[config.mk]
export PLATFORM = sky130hd
export DESIGN_NAME = sidf_controller
export DESIGN_NICKNAME = d
export VERILOG_FILES = /design/src/sidf_pkg.sv /design/src/sidf_controller.sv
export SDC_FILE = /design/constraint.sdc
export NUM_CORES = 1
export LEC_CHECK = 0
export BUFFER_PORTS_ARGS = -buffer_cell sky130_fd_sc_hd__buf_2
export CAP_MARGIN = 20
export CORE_MARGIN = 2
export CORE_UTILIZATION = 48
export CTS_CLUSTER_DIAMETER = 120
export DETAILED_ROUTE_END_ITERATION = 8
export GPL_TIMING_DRIVEN = 0
export MAX_ROUTING_LAYER = met4
export PLACE_DENSITY = 0.84
export SLEW_MARGIN = 5
export SYNTH_ARGS = -nofsm -noshare
export SYNTH_HDL_FRONTEND = slang
export SYNTH_SLANG_ARGS = --single-unit
export TNS_END_PERCENT = 50
[constraint.sdc]
create_clock -name clock -period 3.8 [get_ports clock]
set_input_delay 0.38 -clock clock [delete_from_list [all_inputs] [get_ports clock]]
set_output_delay 0.38 -clock clock [all_outputs]
set_load 0.1 [all_outputs]
[src/sidf_pkg.sv]
`timescale 1ns / 1ps

package sidf_pkg;

   // table geometry
   localparam int TABLE_DEPTH   = 256;
   localparam int ADDR_W        = $clog2(TABLE_DEPTH);
   localparam int CNT_W         = $clog2(TABLE_DEPTH + 1);
   localparam int KEY_W         = 32;
   localparam int ENTRY_COUNT_W = 9;

   // item actions
   typedef enum logic [1:0] {
      ACT_QUERY  = 2'd0,
      ACT_ADD    = 2'd1,
      ACT_REMOVE = 2'd2,
      ACT_CLEAR  = 2'd3
   } action_type;

   typedef struct packed {
      action_type       action;
      logic [KEY_W-1:0] key;
      logic             start_of_pass;
   } req_type;

   typedef struct packed {
      logic                     found;
      logic                     dropped;
      logic [ENTRY_COUNT_W-1:0] entry_count;
      logic                     changed;
   } rsp_type;

   // read address sources
   typedef enum logic [2:0] {
      RD_LAST,
      RD_CURSOR,
      RD_CURSOR_P1,
      RD_IDX,
      RD_IDX_M1,
      RD_IDX_P1
   } rd_sel_type;

   // write data sources
   typedef enum logic {
      WR_SHIFT,
      WR_KEY
   } wr_sel_type;

   typedef enum logic [3:0] {
      ST_IDLE,
      ST_Q_LAST,
      ST_Q_CHK,
      ST_Q_WALK,
      ST_F_RD,
      ST_F_CHK,
      ST_INS_TEST,
      ST_INS_WR,
      ST_DEL_TEST,
      ST_DEL_WR,
      ST_DONE
   } state_type;

   typedef struct packed {
      logic       load;
      logic       rd_en;
      rd_sel_type rd_sel;
      logic       wr_en;
      wr_sel_type wr_sel;
      logic       cursor_inc;
      logic       idx_inc;
      logic       idx_dec;
      logic       idx_load_count;
      logic       pos_load;
      logic       count_inc;
      logic       count_dec;
      logic       changed_set;
      logic       set_found;
      logic       set_dropped;
      logic       rsp_fire;
   } cmd_type;

   typedef struct packed {
      action_type action;
      logic       count_zero;
      logic       full;
      logic       cursor_at_end;
      logic       cursor_next_end;
      logic       idx_at_count;
      logic       idx_next_count;
      logic       idx_eq_pos;
      logic       rd_eq;
      logic       rd_lt;
   } status_type;

endpackage

[src/sidf_controller.sv]
`timescale 1ns / 1ps

module sidf_controller import sidf_pkg::*; (
   input  logic       clock,
   input  logic       reset,
   input  logic       start,
   input  action_type req_action,
   input  status_type status,
   output logic       busy,
   output cmd_type    cmd
);

   state_type state_ff, state_in;
   logic      accept;

   assign accept = start && (state_ff == ST_IDLE);
   assign busy   = (state_ff != ST_IDLE);

   // state register
   always_ff @(posedge clock) begin
      if (reset) begin
         state_ff <= ST_IDLE;
      end else begin
         state_ff <= state_in;
      end
   end

   // next state
   always_comb begin
      state_in = state_ff;
      case (state_ff)
         ST_IDLE: begin
            if (accept) begin
               case (req_action)
                  ACT_QUERY:  state_in = ST_Q_LAST;
                  ACT_ADD:    state_in = ST_F_RD;
                  ACT_REMOVE: state_in = ST_F_RD;
                  default:    state_in = ST_DONE;
               endcase
            end
         end
         ST_Q_LAST: begin
            state_in = status.count_zero ? ST_DONE : ST_Q_CHK;
         end
         ST_Q_CHK: begin
            // key above largest entry, or cursor already at the end
            if (status.rd_lt || status.cursor_at_end) begin
               state_in = ST_DONE;
            end else begin
               state_in = ST_Q_WALK;
            end
         end
         ST_Q_WALK: begin
            if (!status.rd_lt || status.cursor_next_end) begin
               state_in = ST_DONE;
            end
         end
         ST_F_RD: begin
            if (status.idx_at_count) begin
               if (status.action == ACT_ADD && !status.full) begin
                  state_in = ST_INS_TEST;
               end else begin
                  state_in = ST_DONE;
               end
            end else begin
               state_in = ST_F_CHK;
            end
         end
         ST_F_CHK: begin
            if (status.rd_lt) begin
               state_in = ST_F_RD;
            end else if (status.rd_eq) begin
               state_in = (status.action == ACT_REMOVE) ? ST_DEL_TEST : ST_DONE;
            end else if (status.action == ACT_ADD && !status.full) begin
               state_in = ST_INS_TEST;
            end else begin
               state_in = ST_DONE;
            end
         end
         ST_INS_TEST: begin
            state_in = status.idx_eq_pos ? ST_DONE : ST_INS_WR;
         end
         ST_INS_WR: begin
            state_in = ST_INS_TEST;
         end
         ST_DEL_TEST: begin
            state_in = status.idx_next_count ? ST_DONE : ST_DEL_WR;
         end
         ST_DEL_WR: begin
            state_in = ST_DEL_TEST;
         end
         ST_DONE: begin
            state_in = ST_IDLE;
         end
         default: begin
            state_in = ST_IDLE;
         end
      endcase
   end

   // commands to the datapath
   always_comb begin
      cmd        = '0;
      cmd.rd_sel = RD_IDX;
      cmd.wr_sel = WR_SHIFT;
      case (state_ff)
         ST_IDLE: begin
            cmd.load = accept;
         end
         ST_Q_LAST: begin
            cmd.rd_en  = !status.count_zero;
            cmd.rd_sel = RD_LAST;
         end
         ST_Q_CHK: begin
            cmd.rd_en  = 1'b1;
            cmd.rd_sel = RD_CURSOR;
         end
         ST_Q_WALK: begin
            if (status.rd_eq) begin
               cmd.set_found = 1'b1;
            end else if (status.rd_lt) begin
               cmd.cursor_inc = 1'b1;
               cmd.rd_en      = 1'b1;
               cmd.rd_sel     = RD_CURSOR_P1;
            end
         end
         ST_F_RD: begin
            if (status.idx_at_count) begin
               // key is absent and belongs at the end
               if (status.action == ACT_ADD) begin
                  cmd.set_dropped    = status.full;
                  cmd.pos_load       = !status.full;
                  cmd.idx_load_count = !status.full;
               end
            end else begin
               cmd.rd_en  = 1'b1;
               cmd.rd_sel = RD_IDX;
            end
         end
         ST_F_CHK: begin
            if (status.rd_lt) begin
               cmd.idx_inc = 1'b1;
            end else if (!status.rd_eq && status.action == ACT_ADD) begin
               cmd.set_dropped    = status.full;
               cmd.pos_load       = !status.full;
               cmd.idx_load_count = !status.full;
            end
         end
         ST_INS_TEST: begin
            if (status.idx_eq_pos) begin
               cmd.wr_en       = 1'b1;
               cmd.wr_sel      = WR_KEY;
               cmd.count_inc   = 1'b1;
               cmd.changed_set = 1'b1;
            end else begin
               cmd.rd_en  = 1'b1;
               cmd.rd_sel = RD_IDX_M1;
            end
         end
         ST_INS_WR: begin
            // move one entry up
            cmd.wr_en   = 1'b1;
            cmd.wr_sel  = WR_SHIFT;
            cmd.idx_dec = 1'b1;
         end
         ST_DEL_TEST: begin
            if (status.idx_next_count) begin
               cmd.count_dec   = 1'b1;
               cmd.changed_set = 1'b1;
               cmd.set_found   = 1'b1;
            end else begin
               cmd.rd_en  = 1'b1;
               cmd.rd_sel = RD_IDX_P1;
            end
         end
         ST_DEL_WR: begin
            // move one entry down
            cmd.wr_en   = 1'b1;
            cmd.wr_sel  = WR_SHIFT;
            cmd.idx_inc = 1'b1;
         end
         ST_DONE: begin
            cmd.rsp_fire = 1'b1;
         end
         default: begin
            cmd.rsp_fire = 1'b0;
         end
      endcase
   end

endmodule

==> reports/metrics.yaml <==
status: "complete, no violations"
n_fill_cell: 123
nets: 162
synth_area_um2: 694
slew_violations: 0
dr.max_layer_used: "met4"
routedWlPerCell_um: 13.2
grt_pass1_wl_um: 3460
rsz0062_at_grt: "false"
wl_met2_um: 1020
gp_congestion: 0.914
min-delay-path-class: "in2reg"
grt_max_degree: 11
htreeDepth: 1
setup_viol: 0
r2r-end: "state_ff[0]"
post-route-cell-area_um2: 906
ys_warn_count: 0
place_area_um2: 883
vias: 906
die_area_um2: 1770
end_kind: "output port"
critPathLaunch: "state_ff[0]"
largest_reg_flops: 4
area_growth_pct: 30.5
chipHeight_um: 42.0
clock_latency_ns: 0.23
m1WireLength_um: 863
top_register: "state_ff"
antenna_found_initial: 0
firstDrtPassIters: 4
avgSynthCellArea_um2: 6.61
fmax_ghz: 0.397
ios: 35
tns_ns: 0
first_global_vias: 842
ys.flop_type: "dfxtp_1"
synthDistinctLibCells: 36
postCtsSetupBuffers: 0
min_from: "reset"
numCtsBuffers: 3
min_period_over_period: 0.662
ys_seq_area_frac: 0.115
clk_pin_slew_worst_paths_ns: 0.03
clockBufferDepth: 2
finish.utilization: 0.679
period_needed_ns: 2.52
hold_buffers: 0
regToRegSetupSlack_ns: 2.34
layout_setup_ws_ns: 1.28
cts_resized: 0
hpwlAfterDp_um: 1620
cp.required_ns: 3.42
wirelength_um: 2070
tightest_slew_ns: 0.488
worst-r2r-cell-count: 4
worstHoldPathCells: 3
finClkSkew_ns: 0.00123
tritoncts: "done"
die_w_um: 42.0
track_usage: 0.250
clockRootBuffer: "clkbuf_4"
dp_slack_ns: 1.53
synth_edf_count: 0
cp_slowest_cell: "a2111oi_2"
arrival_ns: 2.14
postSynthCellCount: 105
diodes: 0
start_kind: "register"
rows: 13
crit_end: "cmd[7]"
gr-total-overflow: 0
syn_nets: 123
path_cells: "buf_2, buf_4, nand2_1, a2111oi_2, buf_4, buf_2"
finalHoldViolCount: 0
core-area_um2: 1330
drt_iter0_drc: 41
routed_via_density: 5.77
drc_errors: 0
max_cap_viol_count: 0
start_util: 0.521
regToRegStartpoint: "state_ff[2]"
ant_nets: 0
io_buffer_count: 34
max_slew_margin: 0.677
cp_max_fo: 10
met3_length_um: 164
cpPeakStageDelay_ns: 0.41
largestRegisters: "state_ff (4)"
clock_sink_count: 4
critPathKind: "reg2out"
synth-async-reset-ratio: 0
drive_above_1_share: 0.387
synth-seq-cells: 4
critical path: cells and delay by family (launching register included):
family | cells | cell delay, ns
flip-flops | 1 | 0.37
AO/OA/AOI/OAI | 1 | 0.41
AND/OR/NAND/NOR | 1 | 0.10
buffers and inverters | 4 | 1.02
routing by layer:
layer | track usage | vias to the layer above
li1 | - | 452
met1 | 0.299 | 405
met2 | 0.422 | 47
met3 | 0.0129 | 2
met4 | 0.131 | 0
met5 | - | -
cells by family after synthesis:
group | share of synthesized area
AOI/OAI and AO/OA | 0.332
adders and majority gates | 0.0360
buffers and inverters | 0.0973
DFF | 0.115
muxes | 0.0144
and+or+nand+nor | 0.405
cell usage after synthesis (2+ instances only):
cell type   n  area, µm²
nor2_1     15       56.3
nand2_1    10       37.5
o21ai_0     9       45.0
a21oi_1     8       40.0
nand2b_1    7       43.8
inv_1       5       18.8
buf_4       4       30.0
dfxtp_1     4       80.1
o21ai_1     4       20.0
a2111oi_2   3       45.0
buf_2       3       15.0
a211oi_1    2       15.0
a31oi_1     2       12.5
and3_1      2       12.5
ha_1        2       25.0
nand2b_2    2       17.5
nor2_2      2       12.5
nor3_1      2       10.0
nor3_2      2       20.0
placed cells by master, fill, tap and decap left out, types with 2 or more instances in the layout:
cell	count
nand2b_2	2
nand2b_1	7
nand2_1	10
a31oi_1	2
o21ai_1	4
ha_1	2
a2111oi_2	3
o21ai_0	9
nor3_2	2
dfxtp_1	4
nor2_1	15
buf_2	37
a211oi_1	2
clkbuf_4	3
a21oi_1	8
inv_1	5
nor2_2	2
buf_4	4
nor3_1	2
and3_1	2
metrics by stage:
step	cells	hold WS, ns
global route	157	0.468
CTS	157	0.451
finish	157	0.459
global placement	154	0.634
floorplan	105	0.572
detailed placement	154	0.662
area by class of cell:
cell class                 instances  area [µm²]  area share
clock buffer                       3        22.5      0.0249
buffer                             8        48.8      0.0539
inverter                           5        18.8      0.0207
tap                               15        18.8      0.0207
multi-input combinational         88         547       0.604
sequential                         4        80.1      0.0884
timing repair buffer              34         170       0.188
how the worst min path moves through the flow:
stage                        endpoint  slack, ns
after global routing      state_ff[2]       0.47
after global placement    state_ff[1]       0.63
after detailed placement  state_ff[1]       0.66
after CTS                 state_ff[2]       0.45
final                     state_ff[2]       0.46
after floorplan           state_ff[1]       0.57
Power is left out: the tool's default activity adds up to more than one toggle a clock period on the data nets, which glitch-free logic cannot reach.
